==> src/rtl/mwr_pkg.sv <==
// Shared types and constants of the uniform weight reduction block.
// No dependencies; used by mwr_bf and max_uniform_weight_reduction.
package mwr_pkg;

    // Distances are kept as signed 32-bit values; the maximum means unreached.
    localparam int DIST_W = 32;
    localparam logic [DIST_W-1:0] DIST_INF = 32'h7FFF_FFFF;
    localparam logic [DIST_W-1:0] DIST_ONE = 32'h0000_0001;

    // Widened candidate distance and its saturation limits.
    localparam int CAND_W = 34;
    localparam logic signed [CAND_W-1:0] CAND_LO = -34'sd2147483648;
    localparam logic signed [CAND_W-1:0] CAND_HI = 34'sd2147483646;

    // Sequencer of one negative-cycle test.
    typedef enum logic [3:0] {
        BF_IDLE,
        BF_INIT,
        BF_ESTART,
        BF_EREAD,
        BF_EWAIT,
        BF_DS,
        BF_DD,
        BF_EEND,
        BF_VREAD,
        BF_VWAIT,
        BF_RNDEND,
        BF_DONE
    } t_bf_state;

    // Top-level control of loading and binary search.
    typedef enum logic [1:0] {
        T_IDLE,
        T_BOUNDS,
        T_DECIDE,
        T_WAIT
    } t_top_state;

    // Result of one test, handed back to the search control.
    typedef struct packed {
        logic done;
        logic no_cycle;
    } t_bf_status;

endpackage

==> src/rtl/mwr_ram.sv <==
// Generic single-write, single-read synchronous RAM with registered read data.
// No dependencies.
module mwr_ram #(
    parameter int WIDTH = 8,
    parameter int DEPTH = 16
) (
    input  logic                                  i_clk,
    input  logic                                  i_we,
    input  logic [(DEPTH > 1 ? $clog2(DEPTH) : 1)-1:0] i_waddr,
    input  logic [WIDTH-1:0]                      i_wdata,
    input  logic [(DEPTH > 1 ? $clog2(DEPTH) : 1)-1:0] i_raddr,
    output logic [WIDTH-1:0]                      o_rdata
);

    logic [WIDTH-1:0] r_mem [DEPTH];

    // Write port and registered read port.
    always_ff @(posedge i_clk) begin
        if (i_we) begin
            r_mem[i_waddr] <= i_wdata;
        end
        o_rdata <= r_mem[i_raddr];
    end

endmodule

==> src/rtl/mwr_bf.sv <==
// Bellman-Ford negative-cycle test for one reduction value over the edge store.
// Depends on mwr_pkg and mwr_ram (distance memory).
module mwr_bf #(
    parameter int MAX_VERTICES = 64,
    parameter int MAX_EDGES    = 1024,
    parameter int WEIGHT_BITS  = 16,
    parameter int CW  = WEIGHT_BITS + 1,
    parameter int VW  = $clog2(MAX_VERTICES + 1),
    parameter int ECW = $clog2(MAX_EDGES + 1),
    parameter int EAW = (MAX_EDGES > 1) ? $clog2(MAX_EDGES) : 1,
    parameter int EW  = 14 + WEIGHT_BITS
) (
    input  logic                i_clk,
    input  logic                i_rst_n,
    input  logic                i_start,
    input  logic [CW-1:0]       i_c,
    input  logic [VW-1:0]       i_n,
    input  logic [ECW-1:0]      i_edge_count,
    output logic [EAW-1:0]      o_edge_raddr,
    input  logic [EW-1:0]       i_edge_rdata,
    output mwr_pkg::t_bf_status o_status
);

    mwr_pkg::t_bf_state r_state, n_state;

    logic [EAW-1:0]         r_eidx;
    logic [VW-1:0]          r_vidx;
    logic [VW-1:0]          r_round;
    logic                   r_check;
    logic                   r_ok;
    logic [CW-1:0]          r_c;
    logic [VW-1:0]          r_dst;
    logic [WEIGHT_BITS-1:0] r_wt;
    logic signed [mwr_pkg::CAND_W-1:0] r_cand;
    logic                   r_inf;

    // Distance memory port signals.
    logic                       dist_we;
    logic [VW-1:0]              dist_waddr;
    logic [mwr_pkg::DIST_W-1:0] dist_wdata;
    logic [VW-1:0]              dist_raddr;
    logic [mwr_pkg::DIST_W-1:0] dist_rdata;

    // Fields of the edge being read.
    logic [6:0]             e_src;
    logic [6:0]             e_dst;
    logic [WEIGHT_BITS-1:0] e_wt;
    logic                   e_in_range;
    logic                   last_edge;
    logic signed [mwr_pkg::CAND_W-1:0] cand_now;
    logic signed [mwr_pkg::CAND_W-1:0] dd_x;
    logic                   improves;
    logic [mwr_pkg::DIST_W-1:0] cand_sat;

    assign e_src = i_edge_rdata[EW-1 -: 7];
    assign e_dst = i_edge_rdata[EW-8 -: 7];
    assign e_wt  = i_edge_rdata[WEIGHT_BITS-1:0];

    assign e_in_range = (e_src != 7'd0) && (32'(e_src) <= 32'(i_n)) &&
                        (e_dst != 7'd0) && (32'(e_dst) <= 32'(i_n));
    assign last_edge  = (32'(r_eidx) + 32'd1) == 32'(i_edge_count);

    // Candidate distance from the source entry as it arrives from memory.
    assign cand_now = mwr_pkg::CAND_W'($signed(dist_rdata))
                    + $signed(mwr_pkg::CAND_W'(r_wt))
                    - $signed(mwr_pkg::CAND_W'(r_c));

    // Compare against the destination entry, and saturate what is stored.
    assign dd_x     = mwr_pkg::CAND_W'($signed(dist_rdata));
    assign improves = !r_inf && (r_cand < dd_x);

    always_comb begin
        if (r_cand < mwr_pkg::CAND_LO) begin
            cand_sat = mwr_pkg::DIST_W'(mwr_pkg::CAND_LO);
        end else if (r_cand > mwr_pkg::CAND_HI) begin
            cand_sat = mwr_pkg::DIST_W'(mwr_pkg::CAND_HI);
        end else begin
            cand_sat = mwr_pkg::DIST_W'(r_cand);
        end
    end

    // Next state.
    always_comb begin
        n_state = r_state;
        case (r_state)
            mwr_pkg::BF_IDLE: begin
                if (i_start) begin
                    n_state = (i_n == '0) ? mwr_pkg::BF_ESTART : mwr_pkg::BF_INIT;
                end
            end
            mwr_pkg::BF_INIT: begin
                if (r_vidx == i_n) begin
                    n_state = mwr_pkg::BF_ESTART;
                end
            end
            mwr_pkg::BF_ESTART: begin
                n_state = (i_edge_count == '0) ? mwr_pkg::BF_EEND : mwr_pkg::BF_EREAD;
            end
            mwr_pkg::BF_EREAD: n_state = mwr_pkg::BF_EWAIT;
            mwr_pkg::BF_EWAIT: begin
                if (e_in_range) begin
                    n_state = mwr_pkg::BF_DS;
                end else begin
                    n_state = last_edge ? mwr_pkg::BF_EEND : mwr_pkg::BF_EREAD;
                end
            end
            mwr_pkg::BF_DS: n_state = mwr_pkg::BF_DD;
            mwr_pkg::BF_DD: begin
                if (improves && r_check) begin
                    n_state = mwr_pkg::BF_DONE;
                end else begin
                    n_state = last_edge ? mwr_pkg::BF_EEND : mwr_pkg::BF_EREAD;
                end
            end
            mwr_pkg::BF_EEND: begin
                if (r_check) begin
                    n_state = mwr_pkg::BF_DONE;
                end else if (i_n == '0) begin
                    n_state = mwr_pkg::BF_RNDEND;
                end else begin
                    n_state = mwr_pkg::BF_VREAD;
                end
            end
            mwr_pkg::BF_VREAD: n_state = mwr_pkg::BF_VWAIT;
            mwr_pkg::BF_VWAIT: begin
                if (r_vidx == i_n) begin
                    n_state = mwr_pkg::BF_RNDEND;
                end else begin
                    n_state = mwr_pkg::BF_VREAD;
                end
            end
            mwr_pkg::BF_RNDEND: n_state = mwr_pkg::BF_ESTART;
            mwr_pkg::BF_DONE:   n_state = mwr_pkg::BF_IDLE;
            default:            n_state = mwr_pkg::BF_IDLE;
        endcase
    end

    // Memory controls.
    always_comb begin
        dist_we    = 1'b0;
        dist_waddr = r_vidx;
        dist_wdata = mwr_pkg::DIST_INF;
        dist_raddr = r_dst;
        case (r_state)
            mwr_pkg::BF_INIT: begin
                dist_we = 1'b1;
            end
            mwr_pkg::BF_EWAIT: begin
                dist_raddr = VW'(e_src);
            end
            mwr_pkg::BF_DD: begin
                dist_we    = improves && !r_check;
                dist_waddr = r_dst;
                dist_wdata = cand_sat;
            end
            mwr_pkg::BF_VREAD: begin
                dist_raddr = r_vidx;
            end
            mwr_pkg::BF_VWAIT: begin
                dist_we    = $signed(dist_rdata) > $signed(mwr_pkg::DIST_ONE);
                dist_wdata = mwr_pkg::DIST_ONE;
            end
            default: begin
                dist_we = 1'b0;
            end
        endcase
    end

    assign o_edge_raddr     = r_eidx;
    assign o_status.done     = (r_state == mwr_pkg::BF_DONE);
    assign o_status.no_cycle = r_ok;

    // State register.
    always_ff @(posedge i_clk) begin
        if (!i_rst_n) begin
            r_state <= mwr_pkg::BF_IDLE;
        end else begin
            r_state <= n_state;
        end
    end

    // Counters, phase and result flag.
    always_ff @(posedge i_clk) begin
        if (!i_rst_n) begin
            r_eidx  <= '0;
            r_vidx  <= '0;
            r_round <= '0;
            r_check <= 1'b0;
            r_ok    <= 1'b1;
        end else begin
            case (r_state)
                mwr_pkg::BF_IDLE: begin
                    if (i_start) begin
                        r_vidx  <= VW'(1);
                        r_round <= '0;
                        r_check <= 1'b0;
                        r_ok    <= 1'b1;
                    end
                end
                mwr_pkg::BF_INIT:   r_vidx <= r_vidx + VW'(1);
                mwr_pkg::BF_ESTART: r_eidx <= '0;
                mwr_pkg::BF_EWAIT: begin
                    if (!e_in_range && !last_edge) begin
                        r_eidx <= r_eidx + EAW'(1);
                    end
                end
                mwr_pkg::BF_DD: begin
                    if (improves && r_check) begin
                        r_ok <= 1'b0;
                    end else if (!last_edge) begin
                        r_eidx <= r_eidx + EAW'(1);
                    end
                end
                mwr_pkg::BF_EEND:  r_vidx <= VW'(1);
                mwr_pkg::BF_VWAIT: r_vidx <= r_vidx + VW'(1);
                mwr_pkg::BF_RNDEND: begin
                    if (r_round == i_n) begin
                        r_check <= 1'b1;
                    end else begin
                        r_round <= r_round + VW'(1);
                    end
                end
                default: begin
                    r_ok <= r_ok;
                end
            endcase
        end
    end

    // Datapath registers for the edge under work.
    always_ff @(posedge i_clk) begin
        if (r_state == mwr_pkg::BF_IDLE && i_start) begin
            r_c <= i_c;
        end
        if (r_state == mwr_pkg::BF_EWAIT) begin
            r_dst <= VW'(e_dst);
            r_wt  <= e_wt;
        end
        if (r_state == mwr_pkg::BF_DS) begin
            r_cand <= cand_now;
            r_inf  <= (dist_rdata == mwr_pkg::DIST_INF);
        end
    end

    mwr_ram #(
        .WIDTH (mwr_pkg::DIST_W),
        .DEPTH (MAX_VERTICES + 1)
    ) u_dist_ram (
        .i_clk   (i_clk),
        .i_we    (dist_we),
        .i_waddr (dist_waddr),
        .i_wdata (dist_wdata),
        .i_raddr (dist_raddr),
        .o_rdata (dist_rdata)
    );

    // The virtual source entry is never written.
    a_no_source_write: assert property (@(posedge i_clk) disable iff (!i_rst_n)
        dist_we |-> (dist_waddr != '0))
        else $error("distance write to the virtual source entry");

    // A negative cycle is only reported from the check pass.
    a_fail_in_check: assert property (@(posedge i_clk) disable iff (!i_rst_n)
        (r_state == mwr_pkg::BF_DONE && !r_ok) |-> r_check)
        else $error("negative cycle reported outside the check pass");

    // The round counter stays within the vertex count.
    a_round_bound: assert property (@(posedge i_clk) disable iff (!i_rst_n)
        (r_state != mwr_pkg::BF_IDLE) |-> (32'(r_round) <= 32'(i_n)))
        else $error("relaxation round beyond vertex count");

endmodule

==> config.mk <==
export PLATFORM = sky130hd
export DESIGN_NAME = mwr_bf
export DESIGN_NICKNAME = d
export VERILOG_FILES = /design/src/rtl/mwr_pkg.sv /design/src/rtl/mwr_ram.sv /design/src/rtl/mwr_bf.sv
export SDC_FILE = /design/constraint.sdc
export NUM_CORES = 2
export LEC_CHECK = 0
export ABC_AREA = 1
export BUFFER_PORTS_ARGS = -buffer_cell sky130_fd_sc_hd__buf_2
export CAP_MARGIN = 20
export CORE_ASPECT_RATIO = 0.9
export CORE_MARGIN = 3
export CORE_UTILIZATION = 45
export DETAILED_ROUTE_END_ITERATION = 10
export HOLD_SLACK_MARGIN = 0.05
export PLACE_DENSITY = 0.59
export RECOVER_POWER = 25
export SYNTH_ARGS = -nofsm -noshare
export SYNTH_HDL_FRONTEND = slang
export SYNTH_SLANG_ARGS = --single-unit
==> constraint.sdc <==
create_clock -name i_clk -period 7.4 [get_ports i_clk]
set_clock_uncertainty 0.2 [all_clocks]
set_input_delay 0.74 -clock i_clk [delete_from_list [all_inputs] [get_ports i_clk]]
set_output_delay 0.74 -clock i_clk [all_outputs]
set_load 0.005 [all_outputs]
Word-level counts from Yosys, hierarchy flattened. Memory sizes are Yosys's and may differ from the RTL's. A register that Yosys moved wholly into a read port is not among the register bits. Cells that the tools add are included.

Register bits: 105. Latch bits: 0. RAM bits: 2080. Memory bits (read-only): 0. Memories kept: 1.

$add $sub $neg: 6. $mul: 0. Divide/modulo/power cells: 0. Order comparisons: 6. Eq/ne operators: 23. Shift operators: 0. Multiplexer cells: 34. Bitwise logic cells: 0. Reduce and logical (&&, ||, !) cells: 28.

Memories: u_dist_ram.r_mem (depth 65, bits a word 32, rd ports 1, clocked after Yosys merged registers in 1, wr ports 1, RTL line mwr_ram.sv:15) `logic [WIDTH-1:0] r_mem [DEPTH];`.

Operator list (number): $mux 32 (2); $pmux 32 s2 (1); $pmux 4 s11 (1); $gt 34x32->1 const B (1); $lt 34x32->1 (1); $lt 34x32->1 const B (1); $sub 33x18->34 (1); $add 32x17->33 (1); $eq 32x31->1 const B (1); $gt 32x2->1 const B (1); $mux 10 (3); $pmux 10 s3 (1); $mux 7 (4); $pmux 7 s2 (2); $pmux 7 s3 (1); $eq 4x3->1 const B (4); $eq 4x4->1 const B (4); $ne 2x2->1 const B (8); $add 7x1->7 const B (2); $eq 7x7->1 (2); $le 7x7->1 (2); $reduce_bool 7->1 (2); $mux 4 (3); $add 10x1->11 const B (1); 20 further kinds (47).

Longest topological paths before layout.
Word-level depth: 8. Gate-level depth with buffers: 20. Gate-level depth less buffers: 19.

Modules after synthesis. From an unflattened synthesis, not the netlist that was laid out.

Cells, all modules: 7995. Area total of the unflattened synthesis: 92911.6 um2.

Modules (own cells, without submodules): mwr_ram (instances 1, cells an instance 6809, area each 83978.0 um2, sequential area each 63100.5 um2); mwr_bf (instances 1, cells an instance 1186, area each 8933.6 um2, sequential area each 2852.7 um2).

Least setup slack after synthesis. Ideal clock, no wire load.

Path kind: reg-to-reg. Start point: register r_cand[23] in the netlist's numbering. End point: memory u_dist_ram.r_mem[0][10] in the netlist's numbering, data pin. Library setup time: 0.709 ns. Arrival: 3.909 ns. Required time: 6.491 ns. Setup slack: 2.582 ns. Stages on the path, launching flop included: 8. Path buffers: 1. Cell sequence: edfxtp_1 nand4_1 nor4_1 nand2_1 a21oi_1 clkbuf_1 nor2_1 o21ai_0.

Word-level cells in the longest chain between the ends: 4. Elaborated cells between the ends (all ways): 5. Classes of those cells: order compare (2); mux (3).

RTL lines: from (decl) (RTL line mwr_bf.sv:34) `logic signed [mwr_pkg::CAND_W-1:0] r_cand;`; from (signal assigned) (RTL line mwr_bf.sv:240) `r_cand <= cand_now;`; $gt 34x32->1 (RTL line mwr_bf.sv:75) `end else if (r_cand > mwr_pkg::CAND_HI) begin`; $mux 32 (RTL line mwr_bf.sv:75); $mux 32 (*) (RTL line mwr_bf.sv:73) `if (r_cand < mwr_pkg::CAND_LO) begin`; $pmux 32 s2 (*) (RTL line mwr_bf.sv:144) `case (r_state)`; net dist_wdata (one bit) (RTL line mwr_bf.sv:40) `logic [mwr_pkg::DIST_W-1:0] dist_wdata;`; to (decl) (RTL line mwr_ram.sv:15).

Mark *: on every way through the listed nets, which the timed path passes. The rest lies on a longest branch.

Worst setup path after layout.
Start point: register r_cand[11] in the netlist's numbering. End point: memory u_dist_ram.r_mem[3][15] in the netlist's numbering, data pin.

The elaborated chain is that of the path after synthesis.

==> results by stage <==
Pwr:
- The maximum vdd ir drop is 233 uV.
- Power comes to 28.6 mW.
- The leakage dissipation is 37.9 nW.
- In this run the power density over the cells is 271 nW/um2.

GRT:
- The met1 layer usage reported by global route is 39.8%.
- Across every metal layer, demand over resource in global routing totals 26.6%.
- The maximum number of pins on one net before global-route repair is 168.
- The global-route wire length before repair is 422 mm.
- The sum of overflow across all layers after global routing is 0.
- The global routing usage on met3 is 4.82%.
- Global routing consumed, on the met2 layer, 39.3% of the routing resources.
- The layer flagged by global routing as most heavily used is met1.
- The via count of the first global-routing pass is 60200.
- The number of antenna violations at the first check in global routing is 15.

Floorplan:
- 80 I/O pins were placed.
- After floorplanning, the core was divided into 158 placement rows.
- The area of the core region is 206000 um2.
- The die height is 439 um.
- The starting utilization of the core area is 45.4%.
- The die is 487 um wide.
- The die footprint is 214000 um2.

Yosys:
- In the synthesized netlist, the number of instances is 8064.
- When the netlist entered floorplanning its net count stood at 8248.
- After synthesis, the mean cell area works out to 11.6 um2.
- The most used flip-flop cell after synthesis is sky130_fd_sc_hd__edfxtp_1.
- The share of flip-flops with an asynchronous set or reset is 0%.
- Counting flops and latches in the post-synthesis netlist gives 2217.
- The sequential-to-total area share from yosys stat is 70.4%.
- The warning count from the yosys run is 0.
- The number of library cell types mapped by synthesis is 40.
- The number of enable flip-flop cells after synthesis is 2155.
- The mapped netlist covers 93600 um2.

Placement:
- During placement, the flow inserted port buffers numbering 79.
- Detailed placement finished with a half-perimeter wire length of 165 mm.
- The placer's final routability congestion estimate is 0.902.

Clock tree:
- After clock tree synthesis, the clock-pin slew on the worst setup and hold paths is 60 ps.
- In this run the deepest clock path goes through 3 buffers.
- Clock latency on the worst-skew pair, taken at its later pin, is 880 ps.
- The number of clock buffers added by TritonCTS is 224.
- The root buffer cell chosen for the clock tree is sky130_fd_sc_hd__clkbuf_16.
- Gates resized during post-CTS repair numbered 0.
- The clock net sink count is 2217.
- The H-tree generated during clock tree synthesis spans 4 levels.
- TritonCTS built the clock tree.

Drt:
- For this block, the via count after detailed routing is 64600.
- In the routed layout, each cell is associated on average with a via count of 5.88.
- Once detail routing completed, the nets flagged for antenna violations numbered 0.
- The routed design has 290 mm of wire.
- For this run, design rule violations remaining after detail routing come to 0.
- The number of iterations in the first detailed-routing pass is 6.
- The per-cell routed wire length is 26.4 um.
- After the first detailed-routing iteration, the DRC count stood at 8760.

Layout:
- The signed area change from the synthesized netlist to the final layout is 12.6%.
- The number of nets in the layout is 8248.
- The post-route core utilization is 51.1%.
- In the final layout, the share of cells above drive strength 1 is 7.63%.

Outcome:
- The run finished, with violations left.
- The final reports fail on max-capacitance violations, max-slew violations.

Timing:
- Setup repair after global routing left no endpoint under its margin.
- Dividing the final minimum period by the clock period gives 83.7%.
- The final hold slack is 89.1 ps.
- Static timing analysis puts the maximum clock frequency at 161 MHz.
- Subtracting the final worst setup slack from the clock period gives 6190 ps.
- In this run the tightest slew margin relative to its limit is -127%.
- The actual slew at the worst max-slew pin is 3400 ps.
- The final count of pins violating max slew came to 962.
- Setup violations remaining at the end of the flow were counted as 0.
- The setup TNS is 0 ps.
- The number of hold violations in the final report is 0.

Setup path:
- Along the worst path, the maximum fanout reaches 40.
- STA classifies the critical path endpoint as a register.
- The critical path is of the register to register type.
- The element type at the critical path start is a register.
- The arrival time of data at the critical path endpoint is 6570 ps.
- The data required time of the critical path is 7770 ps.

Flow run:
- The count of max-cap constraint violations is 29.

Hold path:
- The class of the tightest hold or removal check is primary input to register.
## cell usage in the layout, fill, tap and decap left out, types with 4 or more instances in the layout
cell and count:
sky130_fd_sc_hd__fa_1 16, sky130_fd_sc_hd__clkinvlp_4 4, sky130_fd_sc_hd__clkinv_2 38, sky130_fd_sc_hd__inv_2 5, sky130_fd_sc_hd__nor2_4 54, sky130_fd_sc_hd__diode_2 4
sky130_fd_sc_hd__nand3_1 2607, sky130_fd_sc_hd__xnor2_1 14, sky130_fd_sc_hd__nor3b_1 7, sky130_fd_sc_hd__nand2_1 1824, sky130_fd_sc_hd__o21ai_4 24, sky130_fd_sc_hd__nor3_1 20
sky130_fd_sc_hd__dlygate4sd3_1 41, sky130_fd_sc_hd__o211ai_1 6, sky130_fd_sc_hd__nor2_1 149, sky130_fd_sc_hd__clkbuf_16 226, sky130_fd_sc_hd__buf_2 52, sky130_fd_sc_hd__inv_16 7
sky130_fd_sc_hd__buf_4 97, sky130_fd_sc_hd__inv_1 233, sky130_fd_sc_hd__bufinv_16 24, sky130_fd_sc_hd__clkbuf_1 95, sky130_fd_sc_hd__inv_6 6, sky130_fd_sc_hd__clkbuf_2 7
sky130_fd_sc_hd__xor2_1 32, sky130_fd_sc_hd__ha_1 100, sky130_fd_sc_hd__clkbuf_8 6, sky130_fd_sc_hd__a21oi_1 73, sky130_fd_sc_hd__buf_12 49, sky130_fd_sc_hd__nand4_1 40
sky130_fd_sc_hd__a21o_1 5, sky130_fd_sc_hd__dfxtp_1 62, sky130_fd_sc_hd__buf_16 8, sky130_fd_sc_hd__edfxtp_1 2155, sky130_fd_sc_hd__nor4_1 14, sky130_fd_sc_hd__clkinv_1 58
sky130_fd_sc_hd__o21ai_0 59
## power breakdown
group          internal (mW)  total, mW  leakage (nW)  switching, mW
clock                   6.51       11.4          3.59           4.90
sequential              13.8       13.9          21.5         0.0873
combinational          0.893       3.31          12.8           2.41
## layout make-up
class                   instances  area (um2)
diodes                          4        10.0
clock buffers                 285        5940
clock inverters               136        1410
fillers                     18000      101000
inverters                     247         971
multi-input cells            5078       25000
flip-flops and latches       2217       66000
well taps                    2720        3400
repair buffers                296        2790
## sequential cells by signal (all words and copies together), names as in the netlist
signal,flops
r_state,4
r_dst,7
r_ok,1
r_check,1
r_c,17
r_vidx,7
r_wt,16
o_edge_raddr,10
u_dist_ram.o_rdata,32
u_dist_ram.r_mem,2080
r_inf,1
r_cand,34
r_round,7
## what timing repair did
item	in CTS	in global routing
setup buffers	0	0
hold buffers	41	0
endpoints found under the hold margin	50	0
## metal layers
metal | vias up | part of all wire (%)
met5 | - | 0
met3 | 455 | 9.6
met2 | 3180 | 44
met4 | 0 | 3.3
met1 | 31900 | 43
li1 | 29000 | -
## critical path, cell delays in order, from the launching register on
cell,delay [ps]
sky130_fd_sc_hd__edfxtp_1,400
sky130_fd_sc_hd__nand4_1,220
sky130_fd_sc_hd__nor4_1,520
sky130_fd_sc_hd__nand2_1,130
sky130_fd_sc_hd__a21oi_1,1270
sky130_fd_sc_hd__nor2_1,150
sky130_fd_sc_hd__o21ai_1,2220
sky130_fd_sc_hd__buf_4,720
## cell families (layout without fill, tap and decap cells)
| family | after synthesis | after routing | synth area share (%) |
|---|---|---|---|
| other cells | 0 | 4 | 0 |
| buf+inv | 769 | 964 | 3.69 |
| simple gates | 4731 | 4731 | 22.7 |
| xor+xnor | 46 | 46 | 0.430 |
| compound gates | 185 | 185 | 1.06 |
| flops | 2217 | 2217 | 70.4 |
| fa+ha+maj | 116 | 116 | 1.68 |
## per-stage QoR
| step | worst slack (ps) | cells | area, um2 |
|---|---|---|---|
| finish | 1210 | 11000 | 105000 |
| global route | 923 | 11000 | 105000 |
| CTS | 2220 | 11000 | 105000 |
| detailed placement | 2230 | 10500 | 97700 |
| global placement | 2180 | 10500 | 97300 |
| floorplan | 2580 | 8064 | 93600 |
## synthesized netlist by cell type, types with 4 or more instances
library cell,n,area (um2)
sky130_fd_sc_hd__nand3_1,2607,13000
sky130_fd_sc_hd__a21o_1,5,37.5
sky130_fd_sc_hd__dfxtp_1,62,1240
sky130_fd_sc_hd__fa_1,16,320
sky130_fd_sc_hd__inv_1,241,905
sky130_fd_sc_hd__inv_2,5,18.8
sky130_fd_sc_hd__nand4_1,40,250
sky130_fd_sc_hd__xor2_1,32,280
sky130_fd_sc_hd__nor4_1,14,87.6
sky130_fd_sc_hd__buf_2,251,1260
sky130_fd_sc_hd__nor3b_1,7,52.6
sky130_fd_sc_hd__clkbuf_1,186,698
sky130_fd_sc_hd__edfxtp_1,2155,64700
sky130_fd_sc_hd__o21ai_1,4,20.0
sky130_fd_sc_hd__o21ai_0,81,405
sky130_fd_sc_hd__nand2_2,5,31.3
sky130_fd_sc_hd__buf_6,16,180
sky130_fd_sc_hd__a21oi_1,74,370
sky130_fd_sc_hd__nor3_1,20,100
sky130_fd_sc_hd__nand2_1,1825,6850
sky130_fd_sc_hd__buf_1,34,128
sky130_fd_sc_hd__xnor2_1,14,123
sky130_fd_sc_hd__ha_1,100,1250
sky130_fd_sc_hd__o211ai_1,6,45.0
sky130_fd_sc_hd__nor2_1,203,762
sky130_fd_sc_hd__buf_4,35,263
## final timing paths
check                                startpoint                                 to  slack (ps)  cells after the start
max                        r_cand[11]$_DFFE_PN_  u_dist_ram.r_mem[3][15]$_DFFE_PP_        1210                      7
min                                     i_start            r_state[0]$_SDFFE_PN0P_          90                      5
min reg2reg  u_dist_ram.r_mem[64][23]$_DFFE_PP_     u_dist_ram.o_rdata[23]$_DFF_P_         260                      2
max reg2reg                r_cand[11]$_DFFE_PN_  u_dist_ram.r_mem[3][15]$_DFFE_PP_        1210                      7
No activity file was read; power rests on OpenSTA's default activity.
