===== src/rtl/mwr_ram.sv =====
// Generic single-write, single-read synchronous RAM with registered read data.
// No dependencies.
module mwr_ram #(
    parameter int WIDTH = 8,
    parameter int DEPTH = 16
) (
    input  logic                                  i_clk,
    input  logic                                  i_we,
    input  logic [(DEPTH > 1 ? $clog2(DEPTH) : 1)-1:0] i_waddr,
    input  logic [WIDTH-1:0]                      i_wdata,
    input  logic [(DEPTH > 1 ? $clog2(DEPTH) : 1)-1:0] i_raddr,
    output logic [WIDTH-1:0]                      o_rdata
);

    logic [WIDTH-1:0] r_mem [DEPTH];

    // Write port and registered read port.
    always_ff @(posedge i_clk) begin
        if (i_we) begin
            r_mem[i_waddr] <= i_wdata;
        end
        o_rdata <= r_mem[i_raddr];
    end

endmodule


===== config.mk =====
export PLATFORM = sky130hd
export DESIGN_NAME = mwr_ram
export DESIGN_NICKNAME = d
export VERILOG_FILES = /design/src/rtl/mwr_ram.sv
export SDC_FILE = /design/constraint.sdc
export NUM_CORES = 1
export LEC_CHECK = 0
export ABC_AREA = 1
export BUFFER_PORTS_ARGS = -buffer_cell sky130_fd_sc_hd__buf_2
export CAP_MARGIN = 20
export CORE_ASPECT_RATIO = 0.8
export CORE_UTILIZATION = 25
export CTS_CLUSTER_SIZE = 25
export DETAILED_ROUTE_END_ITERATION = 16
export GPL_ROUTABILITY_DRIVEN = 1
export PLACE_DENSITY = 0.44
export SETUP_SLACK_MARGIN = 0.1
export SLEW_MARGIN = 20
export SYNTH_ARGS = -nofsm -noshare
export SYNTH_HDL_FRONTEND = slang
export SYNTH_SLANG_ARGS = --single-unit

===== constraint.sdc =====
create_clock -name i_clk -period 1.4 [get_ports i_clk]
set_clock_uncertainty 0.1 [all_clocks]
set_input_delay 0.28 -clock i_clk [delete_from_list [all_inputs] [get_ports i_clk]]
set_output_delay 0.28 -clock i_clk [all_outputs]
set_load 0.05 [all_outputs]

# Word level (Yosys, flattened, before mapping)
# Memory sizes are Yosys's and may differ from the RTL's. A register that Yosys moved wholly into a read port is not among the register bits.
# Cells that the tools add are included.
[word_totals]
n_memories = 1
register_bits = 0
wordCells = 3
out_inout_bits = 8
mem_bits_rw = 128
input_bits = 18
[memory_table]
columns = ["name", "words", "word_bits", "read_ports", "rd_ports_with_merged_regs", "wr", "line", "rtl"]
rows = [
  ["r_mem", 16, 8, 1, 1, 1, "15", "logic [WIDTH-1:0] r_mem [DEPTH];"],
]
[op_classes]
muxes = 2
[ops]
columns = ["op", "n"]
rows = [
  ["2-to-1 mux 1 bit", 2],
]

# Logic depth before layout (Yosys ltp)
# Gate-level depths: netlist (run 1).
[depth]
depth_word = 2
mapped_depth = 8
depth_no_buf = 7

# Worst setup path after synthesis (run 1)
# OpenSTA, ideal clock, no wires.
[synth_path]
path_type = "input port to flip-flop"
start = "in i_waddr[3] (netlist bit)"
end = "mem r_mem[4][0], enable pin"
arrival_ps = 861
required_ps = 930
path_stages = 2
setup_time_ps = 370
path_buffers = 0
setup_slack_ps = 69
cell_sequence = "nand3b_1 > nor2_1"
[synth_rtl]
columns = ["item", "line", "rtl"]
rows = [
  ["from (decl)", "9", "input logic [(DEPTH > 1 ? $clog2(DEPTH) : 1)-1:0] i_waddr,"],
  ["to (decl)", "15", ""],
]
# No word-level cell before the write port.

# Worst setup path in the final report (run 1)
[layout_path]
start = "reg o_rdata[4] (read register of r_mem)"
end = "out o_rdata[4]"
[layout_rtl]
columns = ["item", "line", "rtl"]
rows = [
  ["from (decl)", "12", "output logic [WIDTH-1:0] o_rdata"],
]
# No word-level cell between the ends.

==> impl_metrics.prom, run 1 <==
# TYPE chip_impl_metric gauge
chip_impl_metric{name="n_fill_cell",unit=""} 2344
chip_impl_info{name="synth_top_family_by_area",value="simple AND/OR/NAND/NOR gates"} 1
chip_impl_metric{name="cell_count_after_placement",unit=""} 888
chip_impl_info{name="crit_slowest_cell",value="dfxtp_4"} 1
chip_impl_metric{name="areaGrowthSynthToFinish",unit="%"} 22.41
chip_impl_info{name="worst_setup_path_end_kind",value="primary output"} 1
chip_impl_metric{name="worst-slew-pin-transition",unit="ps"} 388.6
chip_impl_metric{name="finalSetupViolations",unit=""} 0
chip_impl_metric{name="slew-limit-headroom",unit="%"} 74.06
chip_impl_metric{name="first_pass_grt_wire_length",unit="um"} 21910
chip_impl_metric{name="post_cts_clock_slew_at_the_launch_and_capture_registers_of_the_worst_setup_and_hold_paths",unit="ps"} 70
chip_impl_info{name="cts_tree",value="yes"} 1
chip_impl_metric{name="place.port_buffers",unit=""} 25
chip_impl_metric{name="post_synth_xor_area_fraction",unit="%"} 0
chip_impl_info{name="critical_path_class",value="register to primary output"} 1
chip_impl_metric{name="critical_path.max_fanout",unit=""} 1
chip_impl_metric{name="postSynth.asyncResetShare",unit="%"} 0
chip_impl_metric{name="global_route.usage.total",unit="%"} 12.98
chip_impl_metric{name="cts_num_sinks",unit=""} 136
chip_impl_metric{name="p_leak",unit="nW"} 2.974
chip_impl_metric{name="timing.final.crit_period",unit="ps"} 1317
chip_impl_metric{name="fmax",unit="GHz"} 0.7592
chip_impl_metric{name="synthAdderAreaFrac",unit="%"} 0
chip_impl_metric{name="critPathBufInv",unit=""} 1
chip_impl_metric{name="synth_area_in_simple_gates",unit="%"} 21.05
chip_impl_metric{name="final_min_period_over_clock_period",unit="%"} 94.09
chip_impl_metric{name="worst_skew_pair.late_latency",unit="ps"} 420
chip_impl_metric{name="initial_core_util",unit="%"} 25.56
chip_impl_metric{name="cts_buffer_depth",unit=""} 2
chip_impl_metric{name="drtIter0Drc",unit=""} 231
chip_impl_metric{name="synth.yosys.warnings",unit=""} 0
chip_impl_metric{name="synth_compound_gate_area_share",unit="%"} 0
chip_impl_metric{name="design.final.nets",unit=""} 619
chip_impl_metric{name="synth_enable_flop_cells",unit=""} 128
chip_impl_metric{name="synth.yosys.seq_area_share",unit="%"} 69.43
chip_impl_metric{name="grt_pass1_vias",unit=""} 3831
chip_impl_metric{name="timing.max_cap.violations",unit=""} 0
chip_impl_metric{name="cts-htree-levels",unit=""} 4
chip_impl_metric{name="slew_violations",unit=""} 0
chip_impl_metric{name="floorplan.rows",unit=""} 49
chip_impl_metric{name="dpl-instance-area",unit="mm2"} 0.006409
chip_impl_metric{name="largest_net_degree_at_the_start_of_global_routing",unit=""} 42
chip_impl_info{name="startpoint_type",value="register"} 1
chip_impl_info{name="cts_root_buf",value="clkbuf_16"} 1
chip_impl_info{name="status",value="finished clean"} 1
chip_impl_metric{name="die_h",unit="um"} 137.8
chip_impl_metric{name="post-route-cell-area",unit="mm2"} 0.007059
chip_impl_metric{name="synth_area_per_cell",unit="um2"} 10.47
chip_impl_metric{name="drive_above_1_share",unit="%"} 15.64
chip_impl_info{name="yosys.area.top_type",value="edfxtp_1"} 1
chip_impl_metric{name="mappedNetlistNets",unit=""} 569
chip_impl_info{name="cpLargestDelayFamily",value="flip-flops"} 1
chip_impl_metric{name="die_w",unit="um"} 171.8
chip_impl_metric{name="tritoncts.num_buffers",unit=""} 17
chip_impl_info{name="min_path_type",value="input port to register"} 1
chip_impl_metric{name="synth_top_area_share",unit="%"} 66.65
chip_impl_metric{name="cell_count_after_synthesis",unit=""} 551
chip_impl_metric{name="count_of_distinct_cell_types_in_the_synthesized_netlist",unit=""} 12
chip_impl_metric{name="floorplan.die_area",unit="mm2"} 0.02368
chip_impl_metric{name="avgViaCountPerCell",unit=""} 4.113
chip_impl_metric{name="grt.overflow.total",unit=""} 0
chip_impl_metric{name="place.gp.congestion",unit=""} 0.7658
chip_impl_info{name="yosys-top-cells-count",value="nand2_1 (173), edfxtp_1 (128), inv_1 (100)"} 1
chip_impl_metric{name="hpwlAfterDp",unit="um"} 9266
chip_impl_metric{name="synth.mux.area_fraction",unit="%"} 0
chip_impl_metric{name="ir_drop_worst_vdd",unit="mV"} 0.7571
chip_impl_info{name="dominantRegCellSynth",value="edfxtp_1"} 1
chip_impl_metric{name="dr.pass1.iters",unit=""} 4
chip_impl_info{name="cp_cell_sequence",value="buf_8"} 1
chip_impl_metric{name="route.detailed.wl_per_inst",unit="um"} 15.10
chip_impl_metric{name="grt_antenna_before_repair",unit=""} 0
chip_impl_metric{name="setup_total_negative_slack",unit="ps"} 0
chip_impl_metric{name="antenna-diode-count",unit=""} 0
chip_impl_info{name="post_synth_main_area_contributors",value="edfxtp_1 (67%), nand2_1 (11%), nand3_1 (8.4%)"} 1
chip_impl_info{name="dominant_cell_by_count_in_the_synthesized_netlist",value="nand2_1"} 1
chip_impl_metric{name="worst-endpoint-arrival",unit="ps"} 940
chip_impl_metric{name="core",unit="mm2"} 0.02256
chip_impl_metric{name="pd_cells",unit="mW/mm2"} 1350
chip_impl_metric{name="stdcell_count",unit=""} 920
chip_impl_info{name="grt_setup_unrepaired",value="true"} 1
chip_impl_metric{name="timing.final.hold_violations",unit=""} 0
chip_impl_metric{name="cp.required",unit="ps"} 1020
chip_impl_metric{name="synthesized_flop_and_latch_total",unit=""} 136
chip_impl_metric{name="detail_route.drc_violations",unit=""} 0
chip_impl_metric{name="route.vias.total",unit=""} 3784
chip_impl_metric{name="top_level_ports",unit=""} 26
chip_impl_metric{name="wl",unit="um"} 13890
chip_impl_metric{name="ant_nets",unit=""} 0
chip_impl_metric{name="maximum_single_stage_delay_on_the_critical_path",unit="ps"} 370
chip_impl_metric{name="netlist_area_before_placement",unit="mm2"} 0.005767
## per-layer routing
metal  up-vias  global-route usage (%)  part of all wire [%]
met4         0                   4.376                  0.73
met5         -                       0                     0
met1      1807                   18.21                    51
li1       1873                       -                     -
met2        95                   19.07                    43
met3         9                   3.706                   5.0
## final cells by class
cell class	instances	area (um2)	share of cell area, %
clock buffer	18	429.2	6.079
clock inverter	14	127.6	1.808
inverter	102	382.9	5.424
multi-input combinational	289	1214	17.19
sequential	136	4021	56.97
tap	306	382.9	5.424
timing repair buffer	55	501.7	7.107
## power by group
group	leakage, nW	internal [mW]	switching, mW
combinational	1.50	0.248	0.470
sequential	1.23	4.56	0.0419
clock	0.251	2.44	1.77
total	2.97	7.25	2.28
## path summary, 6_finish.rpt
path / startpoint / endpoint / slack (ps) / cells after the start
hold reg to reg: r_mem[10][6] / o_rdata[6] / 570 / 6
setup reg to reg: r_mem[14][0] / o_rdata[0] / 320 / 6
hold / removal: i_wdata[6] / r_mem[4][6] / 140 / 1
setup / recovery: o_rdata[4] / o_rdata[4] / 80 / 1
## cell families after synthesis
logic type             count (synthesis)
buffers and inverters                126
DFF                                  136
and+or+nand+nor                      289
## cell usage in the layout (no fill, tap or decap)
| master | instances |
|---|---|
| buf_4 | 24 |
| clkbuf_1 | 1 |
| edfxtp_1 | 128 |
| nand3_1 | 97 |
| clkinv_4 | 2 |
| nand3b_1 | 2 |
| nor2_1 | 17 |
| clkbuf_16 | 17 |
| dfxtp_4 | 3 |
| clkinvlp_4 | 7 |
| buf_2 | 17 |
| inv_6 | 2 |
| clkinv_2 | 2 |
| dfxtp_2 | 5 |
| inv_1 | 100 |
| nand2_1 | 173 |
| inv_2 | 2 |
| buf_8 | 7 |
| bufinv_16 | 1 |
| buf_6 | 1 |
| buf_12 | 6 |
## flip-flops by register name (all words and copies together) (netlist names)
| signal | flops |
|---|---|
| o_rdata | 8 |
| r_mem | 128 |
## through the flow
step / hold slack [ps] / util [%] / setup WS, ps / total power, mW
after floorplan: 278.9 / - / 69.16 / 5.073
after global routing: 140.6 / 31.29 / 49.50 / 9.879
after detailed placement: 559.7 / 28.41 / -92.60 / 5.350
final: 142.3 / 31.29 / 82.79 / 9.532
after global placement: 548.7 / 28.41 / -71.04 / 5.349
after CTS: 129.9 / 31.22 / 61.66 / 9.621
## repair_timing
action                                  4_1_cts  5_1_grt
resized for setup                            28        6
endpoints found under the setup margin        8        7
hold buffers                                  0        0
buffers inserted                              0        0
(Power assumes the default switching activity.)
==> run 2: changes to the inputs <==
--- a/config.mk
+++ b/config.mk
@@ -9,11 +9,13 @@
 export BUFFER_PORTS_ARGS = -buffer_cell sky130_fd_sc_hd__buf_2
 export CAP_MARGIN = 20
 export CORE_ASPECT_RATIO = 0.8
+export CORE_MARGIN = 1.5
 export CORE_UTILIZATION = 25
 export CTS_CLUSTER_SIZE = 25
 export DETAILED_ROUTE_END_ITERATION = 16
 export GPL_ROUTABILITY_DRIVEN = 1
 export PLACE_DENSITY = 0.44
+export RECOVER_POWER = 50
 export SETUP_SLACK_MARGIN = 0.1
 export SLEW_MARGIN = 20
 export SYNTH_ARGS = -nofsm -noshare
==> run 2 against run 1 <==
- fmax increased by 0.52%
- non-clock buffer count increased by 5
- largest cell class unchanged
- combinational power increased by 7.1%
- sequential power about the same
- design area increased by 0.90%
- register-to-register slack got worse by 100 ps
- routed wire length increased by 10%
- die area increased by 1.3%
- via count decreased by 0.18%
- largest power group unchanged
==> impl_metrics.prom, run 2 (synthesis results as in run 1) <==
# TYPE chip_impl_metric gauge
chip_impl_info{name="startpoint_type",value="register"} 1
chip_impl_metric{name="regArea",unit="mm2"} 0.004016
chip_impl_info{name="timing.rr.end",value="o_rdata[4]"} 1
chip_impl_metric{name="initial_core_util",unit="%"} 25.56
chip_impl_metric{name="place.port_buffers",unit=""} 25
chip_impl_metric{name="hpwlAfterDp",unit="um"} 9769
chip_impl_metric{name="finalSetupViolations",unit=""} 0
chip_impl_metric{name="worst-r2r-cell-count",unit=""} 6
chip_impl_metric{name="largest_net_degree_at_the_start_of_global_routing",unit=""} 42
chip_impl_metric{name="areaGrowthSynthToFinish",unit="%"} 23.52
chip_impl_metric{name="grt_pass1_vias",unit=""} 3852
chip_impl_metric{name="floorplan.rows",unit=""} 49
chip_impl_metric{name="cts_num_sinks",unit=""} 136
chip_impl_metric{name="max_ffs_per_register",unit=""} 128
chip_impl_metric{name="power.sequential.fraction",unit="%"} 47.2
chip_impl_metric{name="setup_total_negative_slack",unit="ps"} 0
chip_impl_metric{name="drive_above_1_share",unit="%"} 14.38
chip_impl_metric{name="dr.pass1.iters",unit=""} 4
chip_impl_metric{name="critPathBufInv",unit=""} 1
chip_impl_metric{name="design.final.nets",unit=""} 624
chip_impl_info{name="cts_tree",value="yes"} 1
chip_impl_info{name="critical_path_class",value="register to primary output"} 1
chip_impl_metric{name="final_min_period_over_clock_period",unit="%"} 93.60
chip_impl_metric{name="cts_hold_repair.buffers",unit=""} 0
chip_impl_metric{name="wl",unit="um"} 15300
chip_impl_metric{name="grt_antenna_before_repair",unit=""} 0
chip_impl_metric{name="post_cts_clock_slew_at_the_launch_and_capture_registers_of_the_worst_setup_and_hold_paths",unit="ps"} 60
chip_impl_info{name="worst_r2r_startpoint",value="r_mem[11][4]"} 1
chip_impl_info{name="worst_setup_path_end_kind",value="primary output"} 1
chip_impl_metric{name="slew_violations",unit=""} 0
chip_impl_metric{name="avgViaCountPerCell",unit=""} 4.083
chip_impl_metric{name="n_fill_cell",unit=""} 2393
chip_impl_info{name="cts_root_buf",value="clkbuf_16"} 1
chip_impl_metric{name="top_level_ports",unit=""} 26
chip_impl_metric{name="cts_buffer_depth",unit=""} 2
chip_impl_metric{name="cp.required",unit="ps"} 1020
chip_impl_metric{name="timing.final.hold_violations",unit=""} 0
chip_impl_info{name="mostFrequentLayoutCells",value="nand2_1 (173), edfxtp_1 (128), inv_1 (100)"} 1
chip_impl_metric{name="die_h",unit="um"} 138.8
chip_impl_metric{name="worst-slew-pin-transition",unit="ps"} 1178
chip_impl_info{name="top_regs",value="r_mem x128, o_rdata x8"} 1
chip_impl_info{name="min_path_type",value="input port to register"} 1
chip_impl_metric{name="reg2reg_setup_slack",unit="ps"} 220
chip_impl_metric{name="p_int",unit="mW"} 7.479
chip_impl_metric{name="comb_power_share",unit="%"} 7.9
chip_impl_info{name="mostFrequentLayoutCell",value="nand2_1"} 1
chip_impl_info{name="min_to",value="o_rdata[2]"} 1
chip_impl_metric{name="core",unit="mm2"} 0.02256
chip_impl_metric{name="pd_cells",unit="mW/mm2"} 1368
chip_impl_metric{name="timing.max_cap.violations",unit=""} 0
chip_impl_metric{name="route.detailed.wl_per_inst",unit="um"} 16.54
chip_impl_info{name="status",value="finished clean"} 1
chip_impl_metric{name="detail_route.drc_violations",unit=""} 0
chip_impl_metric{name="ir_drop_worst_vdd",unit="mV"} 0.7009
chip_impl_metric{name="worst_skew_pair.late_latency",unit="ps"} 430
chip_impl_metric{name="total_switching_power",unit="mW"} 2.268
chip_impl_metric{name="floorplan.die_area",unit="mm2"} 0.02399
chip_impl_metric{name="multiInputGateArea",unit="mm2"} 0.001214
chip_impl_info{name="cpLargestDelayFamily",value="flip-flops"} 1
chip_impl_metric{name="p_leak",unit="nW"} 3.001
chip_impl_metric{name="layout_utilization",unit="%"} 31.57
chip_impl_metric{name="tritoncts.num_buffers",unit=""} 17
chip_impl_info{name="origin_of_the_worst_min_delay_path",value="i_raddr[3]"} 1
chip_impl_info{name="crit_slowest_cell",value="dfxtp_4"} 1
chip_impl_metric{name="maximum_single_stage_delay_on_the_critical_path",unit="ps"} 370
chip_impl_metric{name="critical_path.max_fanout",unit=""} 1
chip_impl_info{name="grt_setup_unrepaired",value="true"} 1
chip_impl_metric{name="route.vias.total",unit=""} 3777
chip_impl_metric{name="place.gp.congestion",unit=""} 0.7704
chip_impl_metric{name="worst-endpoint-arrival",unit="ps"} 930
chip_impl_metric{name="cts-htree-levels",unit=""} 4
chip_impl_metric{name="antenna-diode-count",unit=""} 0
chip_impl_metric{name="cts_setup_buffers",unit=""} 0
chip_impl_metric{name="fmax",unit="GHz"} 0.7632
chip_impl_metric{name="global_route.usage.total",unit="%"} 13.34
chip_impl_metric{name="slew-limit-headroom",unit="%"} 21.46
chip_impl_metric{name="grt.overflow.total",unit=""} 0
chip_impl_metric{name="sw_ratio",unit="%"} 23.27
chip_impl_metric{name="die_w",unit="um"} 172.8
chip_impl_metric{name="worst_hold_path.num_cells",unit=""} 3
chip_impl_info{name="biggest_register",value="r_mem"} 1
chip_impl_info{name="cp_cell_sequence",value="buf_8"} 1
chip_impl_metric{name="p_clk_share",unit="%"} 44.9
chip_impl_metric{name="ant_nets",unit=""} 0
chip_impl_metric{name="first_pass_grt_wire_length",unit="um"} 23320
chip_impl_metric{name="drtIter0Drc",unit=""} 307
chip_impl_metric{name="timing.final.crit_period",unit="ps"} 1310
## run 2: through the flow
step / setup WS (ps) / std cells / total power [mW] / cell area, um2 / hold WS (ps)
2_1_floorplan: 69.16 / 551 / 5.073 / 5767 / 278.9
3_3_place_gp: -161.3 / 893 / 5.399 / 6471 / 533.0
3_5_place_dp: -163.1 / 893 / 5.407 / 6471 / 525.6
4_1_cts: 50.03 / 925 / 9.859 / 7138 / 67.09
5_1_grt: 50.45 / 925 / 10.09 / 7123 / 85.20
6_report: 89.66 / 925 / 9.747 / 7123 / 77.28
## run 2: what timing repair did
action / in CTS / in global routing
gates resized for setup: 33 / 0
pin swaps: 0 / 0
endpoints found under the setup margin: 8 / 8
gates cloned: 0 / 0
## run 2: power by group through the flow
| stage | Sequential (mW) | Combinational [mW] | Clock [mW] |
|---|---|---|---|
| after floorplan | 4.75 | 0.321 | 0 |
| after global placement | 4.67 | 0.726 | 0 |
| after detailed placement | 4.67 | 0.733 | 0 |
| after CTS | 4.61 | 0.786 | 4.47 |
| after global routing | 4.61 | 0.840 | 4.64 |
| final | 4.60 | 0.769 | 4.37 |
## run 2: how the worst max path moves through the flow
stage                       end  startpoint  slack (ps)  depth (start not counted)
floorplan           r_mem[4][0]  i_waddr[3]          70                          2
global placement     o_rdata[1]  i_raddr[0]        -160                          8
detailed placement   o_rdata[1]  i_raddr[0]        -160                          8
CTS                  o_rdata[1]  o_rdata[1]          50                          1
global route         o_rdata[1]  o_rdata[1]          50                          1
finish               o_rdata[1]  o_rdata[1]          90                          1
## run 2: per-layer routing
layer / up-vias / part of all wire [%] / global-route usage (%)
li1: 1881 / - / -
met1: 1817 / 52 / 19.12
met2: 66 / 43 / 19.59
met3: 13 / 3.8 / 3.536
met4: 0 / 1.2 / 4.165
met5: - / 0 / 0
## run 2: area by class of cell
| class | instances | area share, % |
|---|---|---|
| clock buffer | 20 | 6.271 |
| clock inverter | 12 | 1.792 |
| inverter | 102 | 5.375 |
| multi-input combinational | 289 | 17.04 |
| sequential | 136 | 56.39 |
| tap | 306 | 5.375 |
| timing repair buffer | 60 | 7.764 |
==> run 3: changes to the inputs <==
==> constraint.sdc (replaced) <==
create_clock -name i_clk -period 1.4 [get_ports i_clk]
set_clock_uncertainty 0.1 [all_clocks]
set_input_delay 0.28 -clock i_clk [delete_from_list [all_inputs] [get_ports i_clk]]
set_output_delay 0.28 -clock i_clk [all_outputs]
set_load 0.01 [all_outputs]
==> run 3 against run 2 <==
- design area down 1.1%
- global-route usage about the same
- sequential cell count unchanged
- fmax up 2.9%
- total power down 1.4%
- critical endpoint unchanged
- largest cell class unchanged
==> impl_metrics.prom, run 3 (synthesis results as in run 1) <==
# TYPE chip_impl_metric gauge
chip_impl_info{name="status",value="finished clean"} 1
chip_impl_metric{name="drive_above_1_share",unit="%"} 13.73
chip_impl_info{name="critical_path_class",value="register to primary output"} 1
chip_impl_info{name="cts_tree",value="yes"} 1
chip_impl_metric{name="worst_hold_slack",unit="ps"} 88.68
chip_impl_info{name="cts_root_buf",value="clkbuf_16"} 1
chip_impl_info{name="top_regs",value="r_mem x128, o_rdata x8"} 1
chip_impl_info{name="startpoint_type",value="register"} 1
chip_impl_metric{name="areaGrowthSynthToFinish",unit="%"} 22.22
chip_impl_metric{name="timing.final.crit_period",unit="ps"} 1273
chip_impl_metric{name="worst-endpoint-arrival",unit="ps"} 890
chip_impl_metric{name="grt.overflow.total",unit=""} 0
chip_impl_metric{name="drtIter0Drc",unit=""} 312
chip_impl_metric{name="detail_route.drc_violations",unit=""} 0
chip_impl_metric{name="cts_num_sinks",unit=""} 136
chip_impl_metric{name="final_min_period_over_clock_period",unit="%"} 90.94
chip_impl_metric{name="design.final.nets",unit=""} 624
chip_impl_metric{name="floorplan.die_area",unit="mm2"} 0.02399
chip_impl_metric{name="max_ffs_per_register",unit=""} 128
chip_impl_metric{name="dr.pass1.iters",unit=""} 4
chip_impl_metric{name="cts_hold_repair.buffers",unit=""} 0
chip_impl_metric{name="ir_drop_worst_vdd",unit="mV"} 0.7019
chip_impl_metric{name="global_route.usage.total",unit="%"} 13.35
chip_impl_metric{name="fmax",unit="GHz"} 0.7855
chip_impl_metric{name="timing.final.hold_violations",unit=""} 0
chip_impl_metric{name="route.detailed.wl_per_inst",unit="um"} 16.54
chip_impl_metric{name="route.vias.total",unit=""} 3809
chip_impl_info{name="cpLargestDelayFamily",value="flip-flops"} 1
chip_impl_metric{name="wl",unit="um"} 15300
chip_impl_metric{name="maximum_single_stage_delay_on_the_critical_path",unit="ps"} 360
chip_impl_metric{name="grt_pass1_vias",unit=""} 3855
chip_impl_metric{name="timing.max_cap.violations",unit=""} 0
chip_impl_metric{name="avgViaCountPerCell",unit=""} 4.118
chip_impl_metric{name="post_cts_clock_slew_at_the_launch_and_capture_registers_of_the_worst_setup_and_hold_paths",unit="ps"} 60
chip_impl_info{name="cp_cell_sequence",value="buf_6"} 1
chip_impl_metric{name="finalSetupViolations",unit=""} 0
chip_impl_metric{name="core",unit="mm2"} 0.02256
chip_impl_metric{name="critPathBufInv",unit=""} 1
chip_impl_metric{name="p_leak",unit="nW"} 2.978
chip_impl_metric{name="stdcell_count",unit=""} 925
chip_impl_info{name="mostFrequentLayoutCells",value="nand2_1 (173), edfxtp_1 (128), inv_1 (100)"} 1
chip_impl_metric{name="die_w",unit="um"} 172.8
chip_impl_metric{name="worst-slew-pin-transition",unit="ps"} 1152
chip_impl_metric{name="cp.required",unit="ps"} 1020
chip_impl_info{name="mostFrequentLayoutCell",value="nand2_1"} 1
chip_impl_metric{name="worst_skew_pair.late_latency",unit="ps"} 430
chip_impl_metric{name="grt_antenna_before_repair",unit=""} 0
chip_impl_metric{name="first_pass_grt_wire_length",unit="um"} 23360
chip_impl_metric{name="hpwlAfterDp",unit="um"} 9769
chip_impl_metric{name="antenna-diode-count",unit=""} 0
chip_impl_metric{name="finalWorstSetupSlack",unit="ps"} 126.9
chip_impl_metric{name="place.gp.congestion",unit=""} 0.7704
chip_impl_metric{name="layout_utilization",unit="%"} 31.24
chip_impl_metric{name="cell_count_after_placement",unit=""} 893
chip_impl_metric{name="dp_slack",unit="ps"} -163.1
chip_impl_metric{name="top_level_ports",unit=""} 26
chip_impl_metric{name="slew_violations",unit=""} 0
chip_impl_info{name="grt_setup_unrepaired",value="true"} 1
chip_impl_metric{name="largest_net_degree_at_the_start_of_global_routing",unit=""} 42
chip_impl_metric{name="cells_resized_by_post_cts_repair",unit=""} 6
chip_impl_info{name="min_path_type",value="input port to register"} 1
chip_impl_info{name="worst_setup_path_end_kind",value="primary output"} 1
chip_impl_metric{name="floorplan.rows",unit=""} 49
chip_impl_metric{name="initial_core_util",unit="%"} 25.56
chip_impl_metric{name="tritoncts.num_buffers",unit=""} 17
chip_impl_metric{name="slew-limit-headroom",unit="%"} 23.19
chip_impl_metric{name="die_h",unit="um"} 138.8
chip_impl_info{name="crit_slowest_cell",value="dfxtp_2"} 1
chip_impl_metric{name="cts_buffer_depth",unit=""} 2
chip_impl_metric{name="post-layout-total-power",unit="mW"} 9.608
chip_impl_metric{name="ant_nets",unit=""} 0
chip_impl_info{name="biggest_register",value="r_mem"} 1
chip_impl_metric{name="cts-htree-levels",unit=""} 4
chip_impl_metric{name="place.port_buffers",unit=""} 25
chip_impl_metric{name="cts_setup_buffers",unit=""} 0
chip_impl_metric{name="critical_path.max_fanout",unit=""} 1
chip_impl_metric{name="pd_cells",unit="mW/mm2"} 1363
==> run 3: through the flow <==
stage	setup TNS, ps	cell area, um2
6_report	0	7048
4_1_cts	0	7059
3_5_place_dp	-2193	6471
3_3_place_gp	-1300	6471
5_1_grt	0	7048
2_1_floorplan	0	5767
==> run 3: path summary, 6_finish.rpt <==
check                     from    endpoint  slack [ps]  cells past startpoint
setup / recovery    o_rdata[1]  o_rdata[1]         130                      1
hold / removal      i_raddr[3]  o_rdata[2]          90                      3
setup reg to reg  r_mem[11][4]  o_rdata[4]         220                      6
hold reg to reg    r_mem[6][2]  o_rdata[2]         580                      6
==> run 3: routing by layer <==
metal | GRT usage (%) | vias up | wire (um)
met5 | 0 | - | 0
met4 | 4.165 | 0 | 214
met3 | 3.564 | 15 | 724
met2 | 19.55 | 89 | 6438
met1 | 19.19 | 1826 | 7921
li1 | - | 1879 | -
==> run 3: area by class of cell <==
class | count | area [um2]
Multi-Input combinational cell | 289 | 1214
Timing Repair Buffer | 60 | 485.5
Clock inverter | 12 | 127.6
Sequential cell | 136 | 4009
Tap cell | 306 | 382.9
Inverter | 102 | 382.9
Fill cell | 2398 | 15510
Clock buffer | 20 | 446.7
==> run 3: worst register-to-register path: stages (launching register included) <==
cell and delay (ps):
edfxtp_1 360, inv_1 60, nand2_1 50, nand3_1 110
nand3_1 110, nand3_1 150, nand2_1 110
==> run 3: where the power goes <==
part           internal, mW  switching (mW)  total, mW
clock network          2.66            1.71       4.37
logic                 0.217           0.429      0.647
registers              4.56          0.0346       4.59
total                  7.43            2.18       9.61
